$ cat src/sv/mlr_pkg.sv
// Package for the midpoint line rasterizer.
// Shared types and default constants; no dependencies.
`default_nettype none

package mlr_pkg;

    localparam int COORD_WIDTH_DEF = 6;

    typedef enum logic [1:0] {
        ST_IDLE = 2'b01,
        ST_RUN  = 2'b10
    } mlr_state_t;

    typedef struct packed {
        logic load;
        logic step;
    } mlr_cmd_t;

    typedef struct packed {
        logic fin;
    } mlr_sts_t;

endpackage

`default_nettype wire

$ cat src/sv/mlr_ctrl.sv
// Controller state machine of the midpoint line rasterizer.
// Drives the handshakes and issues load/step commands; uses mlr_pkg.
`default_nettype none

module mlr_ctrl
    import mlr_pkg::*;
(
    input  wire logic     clk,
    input  wire logic     rst_n,
    input  wire logic     in_valid,
    output logic          in_ready,
    output logic          out_valid,
    input  wire logic     out_ready,
    input  wire mlr_sts_t sts,
    output mlr_cmd_t      cmd
);

    mlr_state_t state_reg;
    mlr_state_t state_next;

    always_ff @(posedge clk or negedge rst_n)
    begin
        if (!rst_n)
        begin
            state_reg <= ST_IDLE;
        end
        else
        begin
            state_reg <= state_next;
        end
    end

    always_comb
    begin
        in_ready   = 1'b0;
        out_valid  = 1'b0;
        cmd.load   = 1'b0;
        cmd.step   = 1'b0;
        state_next = state_reg;
        unique case (state_reg)
            ST_IDLE:
            begin
                in_ready = 1'b1;
                if (in_valid)
                begin
                    cmd.load   = 1'b1;
                    state_next = ST_RUN;
                end
            end
            ST_RUN:
            begin
                out_valid = 1'b1;
                if (out_ready)
                begin
                    if (sts.fin)
                    begin
                        state_next = ST_IDLE;
                    end
                    else
                    begin
                        cmd.step = 1'b1;
                    end
                end
            end
            default:
            begin
                state_next = ST_IDLE;
            end
        endcase
    end

endmodule

`default_nettype wire

$ cat src/sv/mlr_dp.sv
// Datapath of the midpoint line rasterizer: octant setup and decision stepper.
// Controlled by mlr_ctrl through mlr_cmd_t / mlr_sts_t; uses mlr_pkg.
`default_nettype none

module mlr_dp
    import mlr_pkg::*;
#(
    parameter int COORD_WIDTH = COORD_WIDTH_DEF
)
(
    input  wire logic                          clk,
    input  wire logic                          rst_n,
    input  wire logic signed [COORD_WIDTH-1:0] start_x,
    input  wire logic signed [COORD_WIDTH-1:0] start_y,
    input  wire logic signed [COORD_WIDTH-1:0] end_x,
    input  wire logic signed [COORD_WIDTH-1:0] end_y,
    input  wire mlr_cmd_t                      cmd,
    output mlr_sts_t                           sts,
    output logic signed [COORD_WIDTH-1:0]      pixel_x,
    output logic signed [COORD_WIDTH-1:0]      pixel_y,
    output logic                               last
);

    localparam int W  = COORD_WIDTH;
    localparam int DW = COORD_WIDTH + 3;

    logic signed [W:0]    dx, dy, ndx, ndy, dmaj_w, dmi, ndmi;
    logic [W-1:0]         adx, ady, dmaj, dmin;
    logic                 steep, swap, neg;
    logic signed [W-1:0]  ma0_raw, ma1_raw, mi0_raw, mi1_raw, ma0, ma1, mi0, mi1;
    logic signed [DW-1:0] dec0;

    logic signed [W-1:0]  major_pos_reg, major_pos_next;
    logic signed [W-1:0]  minor_pos_reg, minor_pos_next;
    logic signed [W-1:0]  major_end_reg, major_end_next;
    logic signed [DW-1:0] decision_reg, decision_next;
    logic [1:0]           octant_code_reg, octant_code_next;
    logic [W:0]           dmaj2_reg, dmaj2_next;
    logic [W:0]           dmin2_reg, dmin2_next;
    logic                 dec_pos;

    // setup
    always_comb
    begin
        dx  = {end_x[W-1], end_x} - {start_x[W-1], start_x};
        dy  = {end_y[W-1], end_y} - {start_y[W-1], start_y};
        ndx = -dx;
        ndy = -dy;
        adx = dx[W] ? ndx[W-1:0] : dx[W-1:0];
        ady = dy[W] ? ndy[W-1:0] : dy[W-1:0];
        steep = ady > adx;
        ma0_raw = steep ? start_y : start_x;
        mi0_raw = steep ? start_x : start_y;
        ma1_raw = steep ? end_y : end_x;
        mi1_raw = steep ? end_x : end_y;
        swap = ma1_raw < ma0_raw;
        ma0  = swap ? ma1_raw : ma0_raw;
        ma1  = swap ? ma0_raw : ma1_raw;
        mi0  = swap ? mi1_raw : mi0_raw;
        mi1  = swap ? mi0_raw : mi1_raw;
        dmaj_w = {ma1[W-1], ma1} - {ma0[W-1], ma0};
        dmaj   = dmaj_w[W-1:0];
        dmi    = {mi1[W-1], mi1} - {mi0[W-1], mi0};
        ndmi   = -dmi;
        neg    = dmi[W];
        dmin   = neg ? ndmi[W-1:0] : dmi[W-1:0];
        dec0   = $signed({2'b00, dmin, 1'b0}) - $signed({3'b000, dmaj});
    end

    assign dec_pos = !decision_reg[DW-1] && (|decision_reg);
    assign sts.fin = major_pos_reg >= major_end_reg;

    always_comb
    begin
        major_pos_next   = major_pos_reg;
        minor_pos_next   = minor_pos_reg;
        major_end_next   = major_end_reg;
        decision_next    = decision_reg;
        octant_code_next = octant_code_reg;
        dmaj2_next       = dmaj2_reg;
        dmin2_next       = dmin2_reg;
        if (cmd.load)
        begin
            major_pos_next   = ma0;
            minor_pos_next   = mi0;
            major_end_next   = ma1;
            decision_next    = dec0;
            octant_code_next = {neg, steep};
            dmaj2_next       = {dmaj, 1'b0};
            dmin2_next       = {dmin, 1'b0};
        end
        else if (cmd.step)
        begin
            major_pos_next = major_pos_reg + W'(1);
            if (dec_pos)
            begin
                minor_pos_next = octant_code_reg[1] ? minor_pos_reg - W'(1)
                                                    : minor_pos_reg + W'(1);
                decision_next  = decision_reg + $signed({2'b00, dmin2_reg})
                               - $signed({2'b00, dmaj2_reg});
            end
            else
            begin
                decision_next = decision_reg + $signed({2'b00, dmin2_reg});
            end
        end
    end

    always_ff @(posedge clk or negedge rst_n)
    begin
        if (!rst_n)
        begin
            major_pos_reg   <= '0;
            minor_pos_reg   <= '0;
            major_end_reg   <= '0;
            decision_reg    <= '0;
            octant_code_reg <= '0;
            dmaj2_reg       <= '0;
            dmin2_reg       <= '0;
        end
        else
        begin
            major_pos_reg   <= major_pos_next;
            minor_pos_reg   <= minor_pos_next;
            major_end_reg   <= major_end_next;
            decision_reg    <= decision_next;
            octant_code_reg <= octant_code_next;
            dmaj2_reg       <= dmaj2_next;
            dmin2_reg       <= dmin2_next;
        end
    end

    assign pixel_x = octant_code_reg[0] ? minor_pos_reg : major_pos_reg;
    assign pixel_y = octant_code_reg[0] ? major_pos_reg : minor_pos_reg;
    assign last    = sts.fin;

endmodule

`default_nettype wire

$ cat src/sv/midpoint_line_rasterizer.sv
// Top level of the midpoint line rasterizer.
// Instantiates mlr_ctrl and mlr_dp; uses mlr_pkg.
//
// One input item is a line with two signed endpoints; the block emits every
// pixel of it, both endpoints included, along increasing major axis (y when
// |dy| > |dx|, else x), and flags the final pixel with last. The item is
// loaded into the stepper registers, from which one pixel is offered per
// cycle while out_ready is high; a line has N pixels (1 to 2^COORD_WIDTH).
// A new line is accepted only once the last pixel of the previous one has
// been taken.
`default_nettype none

module midpoint_line_rasterizer
    import mlr_pkg::*;
#(
    parameter int COORD_WIDTH = COORD_WIDTH_DEF
)
(
    input  wire logic                          clk,
    input  wire logic                          rst_n,
    input  wire logic                          in_valid,
    output logic                               in_ready,
    input  wire logic signed [COORD_WIDTH-1:0] start_x,
    input  wire logic signed [COORD_WIDTH-1:0] start_y,
    input  wire logic signed [COORD_WIDTH-1:0] end_x,
    input  wire logic signed [COORD_WIDTH-1:0] end_y,
    output logic                               out_valid,
    input  wire logic                          out_ready,
    output logic signed [COORD_WIDTH-1:0]      pixel_x,
    output logic signed [COORD_WIDTH-1:0]      pixel_y,
    output logic                               last
);

    mlr_cmd_t cmd;
    mlr_sts_t sts;

    mlr_ctrl u_ctrl (
        .clk       (clk),
        .rst_n     (rst_n),
        .in_valid  (in_valid),
        .in_ready  (in_ready),
        .out_valid (out_valid),
        .out_ready (out_ready),
        .sts       (sts),
        .cmd       (cmd)
    );

    mlr_dp #(
        .COORD_WIDTH (COORD_WIDTH)
    ) u_dp (
        .clk     (clk),
        .rst_n   (rst_n),
        .start_x (start_x),
        .start_y (start_y),
        .end_x   (end_x),
        .end_y   (end_y),
        .cmd     (cmd),
        .sts     (sts),
        .pixel_x (pixel_x),
        .pixel_y (pixel_y),
        .last    (last)
    );

    a_no_overlap: assert property (@(posedge clk) disable iff (!rst_n)
        !(in_ready && out_valid))
        else $error("input taken while a line is in progress");

    a_load_emits: assert property (@(posedge clk) disable iff (!rst_n)
        (in_valid && in_ready) |=> out_valid)
        else $error("no pixel after line accepted");

    a_continue: assert property (@(posedge clk) disable iff (!rst_n)
        (out_valid && out_ready && !last) |=> out_valid)
        else $error("line ended before last pixel");

    a_release: assert property (@(posedge clk) disable iff (!rst_n)
        (out_valid && out_ready && last) |=> in_ready)
        else $error("block not free after last pixel");

endmodule

`default_nettype wire

$ cat config.mk
export PLATFORM = sky130hd
export DESIGN_NAME = midpoint_line_rasterizer
export DESIGN_NICKNAME = d
export VERILOG_FILES = /design/src/sv/mlr_pkg.sv /design/src/sv/mlr_ctrl.sv /design/src/sv/mlr_dp.sv /design/src/sv/midpoint_line_rasterizer.sv
export SDC_FILE = /design/constraint.sdc
export NUM_CORES = 1
export LEC_CHECK = 0
export ABC_CLOCK_PERIOD_IN_PS = 4800
export BUFFER_PORTS_ARGS = -buffer_cell sky130_fd_sc_hd__buf_2
export CAP_MARGIN = 20
export CELL_PAD_IN_SITES_DETAIL_PLACEMENT = 1
export CELL_PAD_IN_SITES_GLOBAL_PLACEMENT = 1
export CORE_AREA = 3 3 133 97
export CTS_BUF_LIST = sky130_fd_sc_hd__clkbuf_8
export CTS_CLUSTER_SIZE = 40
export DETAILED_ROUTE_END_ITERATION = 8
export DIE_AREA = 0 0 136 100
export PLACE_DENSITY_LB_ADDON = 0.1
export RECOVER_POWER = 25
export SLEW_MARGIN = 20
export SYNTH_ARGS = -nofsm -noshare
export SYNTH_HDL_FRONTEND = slang
export SYNTH_HIERARCHICAL = 1
export SYNTH_SLANG_ARGS = --single-unit
$ cat constraint.sdc
create_clock -name clk -period 4.8 [get_ports clk]
set_input_delay 0.72 -clock clk [delete_from_list [all_inputs] [get_ports clk]]
set_output_delay 0.72 -clock clk [all_outputs]
set_load 0.03 [all_outputs]
[After elaboration in Yosys (flattened, before gate mapping)]
Index checks and enable logic that the tools add are counted.
Storage, ports and cells
  bits in registers: 43
  input bits: 28
  output and inout port bits: 15
Cells by class
  add/sub/neg operators: 13
  order comparisons: 3
  equality and inequality tests: 5
  multiplexer cells: 33
  reductions and logical operators: 7
Operator list (number)
  6-bit two-way mux: 19
  9-bit two-way mux: 3
  6-bit by 6-bit subtractor with 7-bit output: 3
  6-bit negation: 3
  6-bit by 2-bit adder with 6-bit output, second input constant: 2
  9-bit by 8-bit adder with 9-bit output: 1
  9-bit OR reduction: 1
  9-bit by 8-bit subtractor with 9-bit output: 1
  7-bit by 6-bit subtractor with 8-bit output: 1
  1-bit two-way mux: 7
  6-bit >= comparator: 1
  6-bit > comparator: 1
  6-bit < comparator: 1
  2-bit two-way mux: 3
  2-bit != test, second input constant: 3
  6-bit by 2-bit subtractor with 6-bit output, second input constant: 1
  6-bit subtractor: 1
  2-bit one-hot mux with 2 select lines: 1
  2-bit nonzero test: 2
  3-bit AND reduction: 1
  2-bit by 1-bit == test with 1-bit output, second input constant: 1
  2-bit == test, second input constant: 1
  2-bit AND reduction: 1
  1-bit logical AND: 1
  1-bit logical NOT: 1

[Longest topological paths before layout]
Gate-level depths: netlist (run 1).
  depth in word-level cells: 12
  depth in mapped cells: 44
  gate-level depth less buffers: 41

[By module]
The synthesis (run 1) kept the hierarchy.
By module, submodules not included
  mlr_dp: times used 1, cells an instance 631, area an instance 5106.1 µm², sequential area each 1026.0 µm²
  mlr_ctrl: times used 1, cells an instance 9, area an instance 111.4 µm², sequential area each 51.3 µm²

[Least setup slack after synthesis (run 1)]
OpenSTA, ideal clock, no wires.
  path kind: input to register
  start: input port end_x[0]
  end: register u_dp.decision_reg[8]
  arrival: 8.558 ns
  setup slack: -3.835 ns
  stages: 44
  buffers on the path: 4
  cell sequence: inv_1 > ha_1 > inv_1 > fa_1 > a21o_1 > a21oi_1 > nor2b_1 > nor3_1 > mux2i_1 > a31oi_1 > xnor2_1 > ha_1 > nand4_1 > a21oi_2 > o31a_1 > clkbuf_1 > clkbuf_1 > mux2i_1 > [8 not listed] > o21ai_0 > ha_1 > fa_1 > nor2b_1 > o21a_1 > o21ai_0 > a21oi_1 > mux2i_1 > ha_1 > a21oi_1 > nor2b_1 > o21ai_0 > nand2b_1 > nand2_1 > a41oi_1 > a31oi_1 > nor2_1 > a21oi_1
On the way
  word-level cells in the longest chain between the ends: 12
  elaborated cells between the ends (all ways): 19
RTL lines
  start: declaration: line midpoint_line_rasterizer.sv:25  | input wire logic signed [COORD_WIDTH-1:0] end_x,
  6-bit by 6-bit subtractor with 7-bit output: line mlr_dp.sv:45  | dx = {end_x[W-1], end_x} - {start_x[W-1], start_x};
  6-bit negation: line mlr_dp.sv:47  | ndx = -dx;
  6-bit two-way mux: line mlr_dp.sv:49  | adx = dx[W] ? ndx[W-1:0] : dx[W-1:0];
  6-bit > comparator: line mlr_dp.sv:51  | steep = ady > adx;
  6-bit two-way mux, on equally long branches: line mlr_dp.sv:54, mlr_dp.sv:52
  6-bit < comparator: line mlr_dp.sv:56  | swap = ma1_raw < ma0_raw;
  6-bit two-way mux, on equally long branches: line mlr_dp.sv:60, mlr_dp.sv:59
  6-bit by 6-bit subtractor with 7-bit output (*): line mlr_dp.sv:63  | dmi = {mi1[W-1], mi1} - {mi0[W-1], mi0};
  6-bit negation: line mlr_dp.sv:64  | ndmi = -dmi;
  6-bit two-way mux (*): line mlr_dp.sv:66  | dmin = neg ? ndmi[W-1:0] : dmi[W-1:0];
  net u_dp.dmin[1]: line mlr_dp.sv:28  | logic [W-1:0] adx, ady, dmaj, dmin;
  7-bit by 6-bit subtractor with 8-bit output (*): line mlr_dp.sv:67  | dec0 = $signed({2'b00, dmin, 1'b0}) - $signed({3'b000, dmaj});
  9-bit two-way mux (*): line mlr_dp.sv:82  | if (cmd.load)
  end signal: assignment: line mlr_dp.sv:126  | decision_reg <= decision_next;
  end: declaration: line mlr_dp.sv:36  | logic signed [DW-1:0] decision_reg, decision_next;
Mark *: on every way through the listed nets, which the timed path passes. The rest lies on a longest branch.
A chain may end at the register's enable or synchronous reset.

[Worst setup path in the final report (run 1)]
  start: input port start_x[1]
  end: register u_dp.decision_reg[8]
On the way
  word-level cells in the longest chain between the ends: 12
  elaborated cells between the ends (all ways): 19
RTL lines
  start: declaration: line midpoint_line_rasterizer.sv:23  | input wire logic signed [COORD_WIDTH-1:0] start_x,
  6-bit by 6-bit subtractor with 7-bit output: line mlr_dp.sv:45
  6-bit negation: line mlr_dp.sv:47
  6-bit two-way mux: line mlr_dp.sv:49
  6-bit > comparator: line mlr_dp.sv:51
  6-bit two-way mux, on equally long branches: line mlr_dp.sv:54, mlr_dp.sv:52
  6-bit < comparator: line mlr_dp.sv:56
  6-bit two-way mux, on equally long branches: line mlr_dp.sv:60, mlr_dp.sv:59
  6-bit by 6-bit subtractor with 7-bit output (*): line mlr_dp.sv:63
  6-bit negation: line mlr_dp.sv:64
  6-bit two-way mux (*): line mlr_dp.sv:66
  net u_dp.dmin[2]: line mlr_dp.sv:28
  7-bit by 6-bit subtractor with 8-bit output (*): line mlr_dp.sv:67
  9-bit two-way mux (*): line mlr_dp.sv:82
Marked as above.

==> reports/metrics.csv, run 1 <==
metric,value,unit
Synth Cell Area,5220,um2
hold crit path type,reg2reg,
CP Data Arrival Time,9.26,ns
Synth-to-Final Area Change,58.7,%
DRT iter0 DRCs,868,
Synth Area in Compound Gates,0.214,
synthesized-area fraction occupied by adder cells,0.174,
first-pass GRT wire length,42900,um
critical path's largest stage delay,0.46,ns
Slowest cell on crit path,fa_2,
Via density,6.94,
max reg flops,9,
H-tree lvl count,2,
routability cong.,0.947,
Total GRT Usage,0.417,
relative slew slack,-0.708,
simple-gate share of the synthesized area,0.160,
CTS tree,done,
fraction of layout cells with a size suffix above 1,0.461,
"commonest non-fill, non-tap cell in the layout",buf_4,
largest net degree at the start of global routing,55,
commonest register cell after synthesis,dfrtp_1,
via count,7306,
Worst Path Required,5.05,ns
most frequent cells in the layout,"204 x buf_4, 51 x nand2_1, 51 x ha_1",
DRC violations left,0,
Min Hold Slack,0.559,ns
Critical Path End Type,flip-flop,
critical path launch point,start_x[1],
Cell Rows,33,
"Hold Vio Cnt, Final",0,
post-synthesis mux area share,0.0947,
Crit Path Max Fanout,7,
nets,988,
clock-pin transition on the worst setup and hold timing paths,0.10,ns
post-layout min period,9.01,ns
port bufs,42,
reg2reg start,u_dp/major_pos_reg[0],
worst hold start,u_dp/major_end_reg[0],
synthesized area per cell,8.15,um2
YS warnings,6,
combinational family with the most area after synthesis,compound AO/OA/AOI/OAI gates,
outcome,"complete, but fails checks",
max-slew violations,44,
CP Launch Type,input port,
register area share after synthesis,0.206,
Max clock buf depth,2,
grt ovf,0,
number of detailed-route iterations in the first pass,5,
Post-synth EDFFs,0,
post-synthesis async set-or-reset flop share,1.00,
Final HPWL DP,15800,um
Post-Route WL,35900,um
RSZ-0062 raised after global routing,yes,
I/O pin total,43,
crit path kind,in2reg,
clk_lat worst skew,0.34,ns
Root Driver,clkbuf_8,
Least-Margin Pin Slew,2.56,ns
Syn Nets,734,
fin crit share,1.88,
drt wl/cell,34.2,um
Max Cap Viol,1,
vias in the first global route,7118,
clock sinks,43,
Die X,136,um
cells after synthesis,640,
FMAX,111,MHz
setup ws final,-4.21,ns
post-synthesis register bit count,43,
# diodes,0,
Core Area,11600,um2
CTS buffer count,5,
failing checks,"capacitance limit, slew limit, setup timing",
Fill cells,1291,
initial antenna violation count,0,
Unique masters post-synth,57,
skew final,0.0114,ns
Final Setup Violations,40,
ANT nets after route,0,
die area,13600,um2
Post-Synth XOR/XNOR Area,0.0935,
Die Y,100,um
Starting Density,0.448,
[logic make-up (layout without fill, tap and decap cells)]
family / Yosys count / after routing
and+or+nand+nor: 179 / 179
xor gates and xnor gates: 54 / 54
adders and majority gates: 69 / 69
muxes: 47 / 47
DFF: 43 / 43
AOI/OAI and AO/OA: 173 / 173
buffers and inverters: 75 / 330
[critical path, delay by kind of cell]
family / cells / cell delay, ns
buf+inv: 7 / 1.04
simple gates: 13 / 1.98
fa+ha+maj: 5 / 1.74
mux: 3 / 0.78
compound gates: 13 / 2.73
xor+xnor: 2 / 0.22
[what timing repair did]
| item | in CTS | in global routing |
|---|---|---|
| buffers inserted | 62 | 28 |
| hold buffers | 0 | 0 |
| endpoints found under the setup margin | 38 | 40 |
| resized for setup | 89 | 86 |
| pin swaps | 39 | 51 |
[synth_stat cells, types with 2 or more instances]
master	n	share of area
a211oi_1	4	0.0058
a21o_1	25	0.036
a21oi_1	42	0.040
a31o_1	2	0.0034
a31oi_1	9	0.011
a41oi_1	2	0.0034
and2_1	2	0.0024
and3_1	4	0.0048
buf_1	2	0.0014
clkbuf_1	19	0.014
dfrtp_1	42	0.20
fa_1	7	0.027
ha_1	59	0.14
inv_1	51	0.037
maj3_1	3	0.0058
mux2_2	19	0.041
mux2i_1	28	0.054
nand2_1	57	0.041
nand2b_1	10	0.012
nand3_1	6	0.0058
nand3b_1	4	0.0058
nand4_1	4	0.0048
nor2_1	61	0.044
nor2b_1	16	0.019
nor3_1	4	0.0038
nor4_1	2	0.0024
o211ai_1	16	0.023
o21a_1	2	0.0029
o21ai_0	51	0.049
o21bai_1	3	0.0043
o221ai_1	2	0.0034
o311ai_0	3	0.0050
o31a_1	3	0.0050
or3_1	2	0.0024
xnor2_1	35	0.059
xor2_1	18	0.030
[metal layers]
| metal | global-route usage | part of all wire | vias to the layer above |
|---|---|---|---|
| li1 | - | - | 2755 |
| met1 | 0.518 | 0.35 | 3496 |
| met2 | 0.687 | 0.43 | 750 |
| met3 | 0.107 | 0.13 | 305 |
| met4 | 0.184 | 0.092 | 0 |
| met5 | 0 | 0 | - |
[layout make-up]
type | count | area, um2 | area share
Clock buffer | 5 | 68.8 | 0.00831
Multi-Input combinational cell | 522 | 4600 | 0.556
Tap cell | 157 | 196 | 0.0237
Inverter | 51 | 216 | 0.0261
Clock inverter | 3 | 63.8 | 0.00771
Timing Repair Buffer | 271 | 2050 | 0.248
Sequential cell | 43 | 1080 | 0.130
[final timing paths]
path	endpoint	slack, ns	cells past startpoint
max	u_dp/decision_reg[8]	-4.21	43
min	u_dp/major_end_reg[0]	0.56	1
max reg2reg	u_dp/minor_pos_reg[5]	0.83	14
min reg2reg	u_dp/major_end_reg[0]	0.56	1
max in group asynchronous	u_dp/dmaj2_reg[4]	2.17	1
min in group asynchronous	u_dp/minor_pos_reg[4]	1.17	1
[stage by stage]
stage | instances | utilization | setup slack (ns) | cell area, um2 | setup TNS [ns]
finish | 1052 | 0.711 | -4.21 | 8280 | -86.05
global route | 1052 | 0.711 | -4.27 | 8280 | -88.93
CTS | 1027 | 0.659 | -2.98 | 7670 | -56.06
detailed placement | 962 | 0.580 | -3.69 | 6750 | -71.90
global placement | 962 | 0.580 | -3.14 | 6750 | -58.24
floorplan | 640 | - | -2.86 | 5420 | -43.05
Power of run 1 is left out: the tool's default activity adds up to more than one toggle a clock period on the data nets, which glitch-free logic cannot reach.
==> run 2, diff against run 1 <==
--- a/config.mk
+++ b/config.mk
@@ -10,11 +10,11 @@
 export CAP_MARGIN = 20
 export CELL_PAD_IN_SITES_DETAIL_PLACEMENT = 1
 export CELL_PAD_IN_SITES_GLOBAL_PLACEMENT = 1
-export CORE_AREA = 3 3 133 97
+export CORE_AREA = 3 3 125 91
 export CTS_BUF_LIST = sky130_fd_sc_hd__clkbuf_8
 export CTS_CLUSTER_SIZE = 40
 export DETAILED_ROUTE_END_ITERATION = 8
-export DIE_AREA = 0 0 136 100
+export DIE_AREA = 0 0 128 94
 export PLACE_DENSITY_LB_ADDON = 0.1
 export RECOVER_POWER = 25
 export SLEW_MARGIN = 20
==> run 2 against run 1 <==
The run now fails in clock tree synthesis. Area after synthesis stayed put. Synthesized cell count unchanged.
==> reports/metrics.csv, run 2 <==
metric,value,unit
outcome,stopped before the end,
Fail Step,clock tree synthesis,
tool error,[ERROR DPL-0033] detailed placement checks failed during check placement.,
Cell Rows,31,
port bufs,42,
synthesized area per cell,8.15,um2
Final HPWL DP,16800,um
Max clock buf depth,2,
Starting Density,0.510,
I/O pin total,43,
cells after synthesis,640,
top-count cell post-synth,nor2_1,
commonest cells in the netlist,"61 x nor2_1, 59 x ha_1, 57 x nand2_1, 51 x inv_1, 51 x o21ai_0",
hold_buf cts,0,
PostCTS Resize Cnt,105,
Synth Cell Area,5220,um2
post-synthesis async set-or-reset flop share,1.00,
CTS buffer count,5,
Unique masters post-synth,57,
YS warnings,6,
Post-synth EDFFs,0,
post-synthesis register bit count,43,
H-tree lvl count,2,
register area share after synthesis,0.206,
routability cong.,0.935,
pre-CTS WS,-3.89,ns
"area leader, netlist",dfrtp_1,
Yosys top cell area share,0.201,
commonest register cell after synthesis,dfrtp_1,
Syn Nets,734,
ranking of synthesized cells by area,"dfrtp_1 20%, ha_1 14%, xnor2_1 5.9%",
setup bufs post-CTS,43,
Die Y,94,um
Post-DP Area,6660,um2
Die X,128,um
clock sinks,43,
Root Driver,clkbuf_8,
## run 2: logic make-up after synthesis
group	after synthesis	synth area share
compound gates	173	0.214
xor+xnor	54	0.0935
fa+ha+maj	69	0.174
buf+inv	75	0.0564
flops	43	0.206
mux	47	0.0947
simple gates	179	0.160
## run 2: per-stage QoR
| stage | utilization | std cells | hold slack (ns) |
|---|---|---|---|
| after floorplan | - | 640 | 0.424 |
| after global placement | 0.651 | 929 | 0.495 |
| after detailed placement | 0.651 | 929 | 0.511 |
==> run 3, diff against run 2 <==
--- a/config.mk
+++ b/config.mk
@@ -8,14 +8,10 @@
 export ABC_CLOCK_PERIOD_IN_PS = 4800
 export BUFFER_PORTS_ARGS = -buffer_cell sky130_fd_sc_hd__buf_2
 export CAP_MARGIN = 20
-export CELL_PAD_IN_SITES_DETAIL_PLACEMENT = 1
-export CELL_PAD_IN_SITES_GLOBAL_PLACEMENT = 1
-export CORE_AREA = 3 3 125 91
-export CTS_BUF_LIST = sky130_fd_sc_hd__clkbuf_8
-export CTS_CLUSTER_SIZE = 40
+export CORE_AREA = 3 3 122 124
 export DETAILED_ROUTE_END_ITERATION = 8
-export DIE_AREA = 0 0 128 94
-export PLACE_DENSITY_LB_ADDON = 0.1
+export DIE_AREA = 0 0 125 127
+export PLACE_DENSITY_LB_ADDON = 0.15
 export RECOVER_POWER = 25
 export SLEW_MARGIN = 20
 export SYNTH_ARGS = -nofsm -noshare
==> run 3 against run 2 <==
The flow now finishes, with violations (capacitance limit, slew limit, setup timing).
==> reports/metrics.csv, run 3 (same netlist as run 1, synthesis figures left out) <==
metric,value,unit
Starting Density,0.376,
CP Launch Type,input port,
clock-pin transition on the worst setup and hold timing paths,0.07,ns
nets,963,
largest net degree at the start of global routing,44,
clk_lat worst skew,0.29,ns
skew final,0.0120,ns
most frequent cells in the layout,"161 x buf_4, 51 x ha_1, 49 x nand2_1",
Layout Cells excl Fill,1050,
CTS tree,done,
setup ws final,-3.27,ns
max reg flops,9,
number of detailed-route iterations in the first pass,4,
Max clock buf depth,2,
"delay-heaviest family, CP",compound AO/OA/AOI/OAI gates,
final instance area,8170,um2
"commonest non-fill, non-tap cell in the layout",buf_4,
H-tree lvl count,2,
hold_buf cts,0,
routability cong.,0.886,
grt ovf,0,
setup total negative slack,-59.34,ns
via count,5494,
RSZ-0062 raised after global routing,yes,
I/O pin total,43,
Least-Margin Pin Slew,2.41,ns
Core Area,13900,um2
Critical Path End Type,flip-flop,
Final Setup Violations,38,
Final HPWL DP,12400,um
Root Driver,clkbuf_16,
port bufs,42,
Multi-input gate area,4560,um2
Synth-to-Final Area Change,56.6,%
relative slew slack,-0.606,
Worst Path Required,5.02,ns
critical path's largest stage delay,0.36,ns
fin crit share,1.68,
Post-DP Area,6790,um2
DRC violations left,0,
Die X,125,um
FMAX,124,MHz
cell count after placement,985,
CP Data Arrival Time,8.29,ns
Cell Rows,43,
initial antenna violation count,0,
CP bufs+invs,9,
sequential standard cell area,1080,um2
Crit Path Max Fanout,4,
Via density,5.23,
crit path kind,in2reg,
Die Y,127,um
# diodes,0,
post-layout min period,8.07,ns
first-pass GRT wire length,28500,um
Post-Route WL,17400,um
Fill cells,1193,
"Hold Vio Cnt, Final",0,
Max Cap Viol,1,
CTS buffer count,5,
max-slew violations,44,
hold crit path type,reg2reg,
fraction of layout cells with a size suffix above 1,0.452,
vias in the first global route,5837,
die area,15900,um2
outcome,"complete, but fails checks",
failing checks,"capacitance limit, slew limit, setup timing",
DRT iter0 DRCs,311,
pre-CTS WS,-3.37,ns
drt wl/cell,16.5,um
Slowest cell on crit path,a2111oi_4,
clock sinks,43,
Total GRT Usage,0.217,
ANT nets after route,0,
run 3: final timing paths:
check | start | to | slack, ns | depth (start not counted)
worst max-delay path | end_x[0] | u_dp/decision_reg[8] | -3.27 | 45
worst min-delay path | u_dp/major_end_reg[0] | u_dp/major_end_reg[0] | 0.52 | 1
worst max register to register | u_dp/major_pos_reg[0] | u_dp/minor_pos_reg[5] | 1.62 | 15
worst min register to register | u_dp/major_end_reg[0] | u_dp/major_end_reg[0] | 0.52 | 1
max in group asynchronous | rst_n | u_dp/major_end_reg[4] | 2.26 | 1
min in group asynchronous | rst_n | u_dp/minor_pos_reg[1] | 1.16 | 1
run 3: stage by stage:
stage	hold slack, ns	util
after floorplan	0.424	-
after global placement	0.494	0.489
after detailed placement	0.506	0.489
after CTS	0.516	0.575
after global routing	0.541	0.589
final	0.517	0.589
run 3: routing by layer:
layer | share of wire | track usage | wire (um) | vias to the layer above
li1 | - | - | - | 2700
met1 | 0.45 | 0.276 | 7780 | 2615
met2 | 0.49 | 0.380 | 8430 | 140
met3 | 0.037 | 0.0238 | 647 | 39
met4 | 0.030 | 0.0835 | 516 | 0
met5 | 0 | 0 | 0 | -
run 3: final cells by class:
type                       count  area share
tap                          180      0.0276
clock buffer                   7      0.0175
inverter                      51      0.0256
clock inverter                 1    0.000613
multi-input combinational    522       0.558
timing repair buffer         246       0.239
sequential                    43       0.132
run 3: timing repair:
action,CTS,global route
setup endpoints to repair,38,38
buffers inserted,68,29
pin swaps,41,48
resized for setup,139,70
Power of run 3 is left out for the same reason.
==> run 4, diff against run 3 <==
--- a/config.mk
+++ b/config.mk
@@ -13,6 +13,7 @@
 export DIE_AREA = 0 0 125 127
 export PLACE_DENSITY_LB_ADDON = 0.15
 export RECOVER_POWER = 25
+export SKIP_CTS_REPAIR_TIMING = 1
 export SLEW_MARGIN = 20
 export SYNTH_ARGS = -nofsm -noshare
 export SYNTH_HDL_FRONTEND = slang
==> run 4 against run 3 <==
The run still ends with capacitance limit, slew limit, setup timing left. Global-route usage fell by 2.6 points. Setup slack gained 0.38 ns. Design area fell by 6.2%. Non-clock buffer count down 37. Routed wire length decreased by 7.4%. Sequential share of layout area grew 0.88 points. First-iteration DRC count shrank 19%. Sequential cell count unchanged.
==> reports/metrics.csv, run 4 (same netlist as run 1, synthesis figures left out) <==
metric,value,unit
first-pass GRT wire length,25300,um
met3 usage,0.0192,
Max clock buf depth,2,
reg2reg start,u_dp/major_pos_reg[0],
routability cong.,0.886,
CP Depth,42,
Critical Path End Type,flip-flop,
initial antenna violation count,0,
Worst Path Required,5.02,ns
relative slew slack,-0.586,
"Hold Vio Cnt, Final",0,
CTS tree,done,
Crit Path Max Fanout,5,
Die X,125,um
CP bufs+invs,7,
H-tree lvl count,2,
hold endpoint,u_dp/major_end_reg[4],
clock-pin transition on the worst setup and hold timing paths,0.07,ns
worst hold start,u_dp/major_end_reg[4],
number of detailed-route iterations in the first pass,5,
outcome,"complete, but fails checks",
Fill cells,1262,
Min Hold Slack,0.513,ns
RSZ-0062 raised after global routing,yes,
Least-Margin Pin Slew,2.38,ns
port bufs,42,
Final HPWL DP,12400,um
critical path's largest stage delay,0.48,ns
cell mode on critical path,buf_4,
I/O pin total,43,
clock sinks,43,
Multi-input gate area,4400,um2
failing checks,"capacitance limit, slew limit, setup timing",
fraction of layout cells with a size suffix above 1,0.400,
DRT iter0 DRCs,251,
Total GRT Usage,0.191,
Die Y,127,um
die area,15900,um2
worst hold path stage count,2,
met2 Use GR,0.325,
most frequent cells in the layout,"151 x buf_4, 53 x ha_1, 52 x nor2_1",
met1 usage,0.262,
cell count of the worst reg-to-reg path,15,
max reg flops,9,
CTS buffer count,5,
sequential standard cell area,1080,um2
"delay-heaviest family, CP",compound AO/OA/AOI/OAI gates,
skew final,0.0112,ns
crit path kind,in2reg,
DRC violations left,0,
FMAX,130,MHz
vias in the first global route,5171,
via count,5236,
drt wl/cell,15.9,um
r2r setup slk,1.64,ns
GR peak layer,met2,
max-slew violations,44,
Via density,5.17,
CP Data Arrival Time,7.91,ns
Slowest cell on crit path,o31ai_4,
Root Driver,clkbuf_16,
reg2reg end,u_dp/minor_pos_reg[5],
"commonest non-fill, non-tap cell in the layout",buf_4,
# diodes,0,
setup ws final,-2.89,ns
largest net degree at the start of global routing,44,
nets,926,
CP Launch Type,input port,
Starting Density,0.376,
clk_lat worst skew,0.29,ns
grt ovf,0,
Core Area,13900,um2
Final Setup Violations,38,
Synth-to-Final Area Change,46.8,%
hold crit path type,reg2reg,
Post-Route WL,16100,um
Max Cap Viol,1,
Cell Rows,43,
post-layout min period,7.69,ns
ANT nets after route,0,
fin crit share,1.60,
## run 4: cell types whose count changed in the layout (fill, tap and decap cells not counted), moves of 4 or more
cell / before / now
buf_4: 161 / 151
nor2_1: 47 / 52
mux2i_4: 8 / 4
nor2_4: 10 / 4
buf_6: 41 / 12
a21oi_1: 23 / 27
## run 4: how the worst max path moves through the flow
stage / start / endpoint / slack (ns)
2_1_floorplan: end_x[0] / u_dp/decision_reg[8] / -2.86
3_3_place_gp: end_x[0] / u_dp/decision_reg[8] / -3.16
3_5_place_dp: end_y[0] / u_dp/decision_reg[8] / -3.37
4_1_cts: end_x[0] / u_dp/decision_reg[8] / -3.10
5_1_grt: end_y[0] / u_dp/decision_reg[6] / -3.29
6_report: end_y[0] / u_dp/decision_reg[8] / -2.89
## run 4: worst reg2reg max path, cell delays in order (launching register included)
cell      delay, ns
dfrtp_1        0.46
inv_1          0.10
ha_1           0.29
nand2b_1       0.14
a21o_1         0.17
a21oi_1        0.18
nor2b_1        0.07
o21ai_0        0.18
a31oi_1        0.15
and3b_1        0.24
buf_4          0.26
nand2_1        0.29
nor2_1         0.22
xor2_1         0.17
nor2_1         0.07
a21oi_2        0.12
## run 4: final cells by class
class,count,share of cell area
Tap cell,180,0.0294
Timing Repair Buffer,209,0.209
Multi-Input combinational cell,522,0.574
Sequential cell,43,0.141
Inverter,51,0.0273
Clock inverter,1,0.000653
Clock buffer,7,0.0186
## run 4: metal layers
layer | routed length, um | vias up
met4 | 148 | 0
met3 | 445 | 13
met5 | 0 | -
met2 | 7890 | 91
li1 | - | 2626
met1 | 7610 | 2506
## run 4: per-stage QoR
| stage | utilization | setup slack (ns) | TNS (ns) | instances | instance area, um2 |
|---|---|---|---|---|---|
| floorplan | - | -2.86 | -43.05 | 640 | 5420 |
| global placement | 0.489 | -3.16 | -57.91 | 985 | 6790 |
| detailed placement | 0.489 | -3.37 | -63.31 | 985 | 6790 |
| CTS | 0.500 | -3.10 | -52.49 | 993 | 6940 |
| global route | 0.552 | -3.29 | -59.01 | 1013 | 7660 |
| finish | 0.552 | -2.89 | -48.93 | 1013 | 7660 |
Power of run 4 is left out for the same reason.
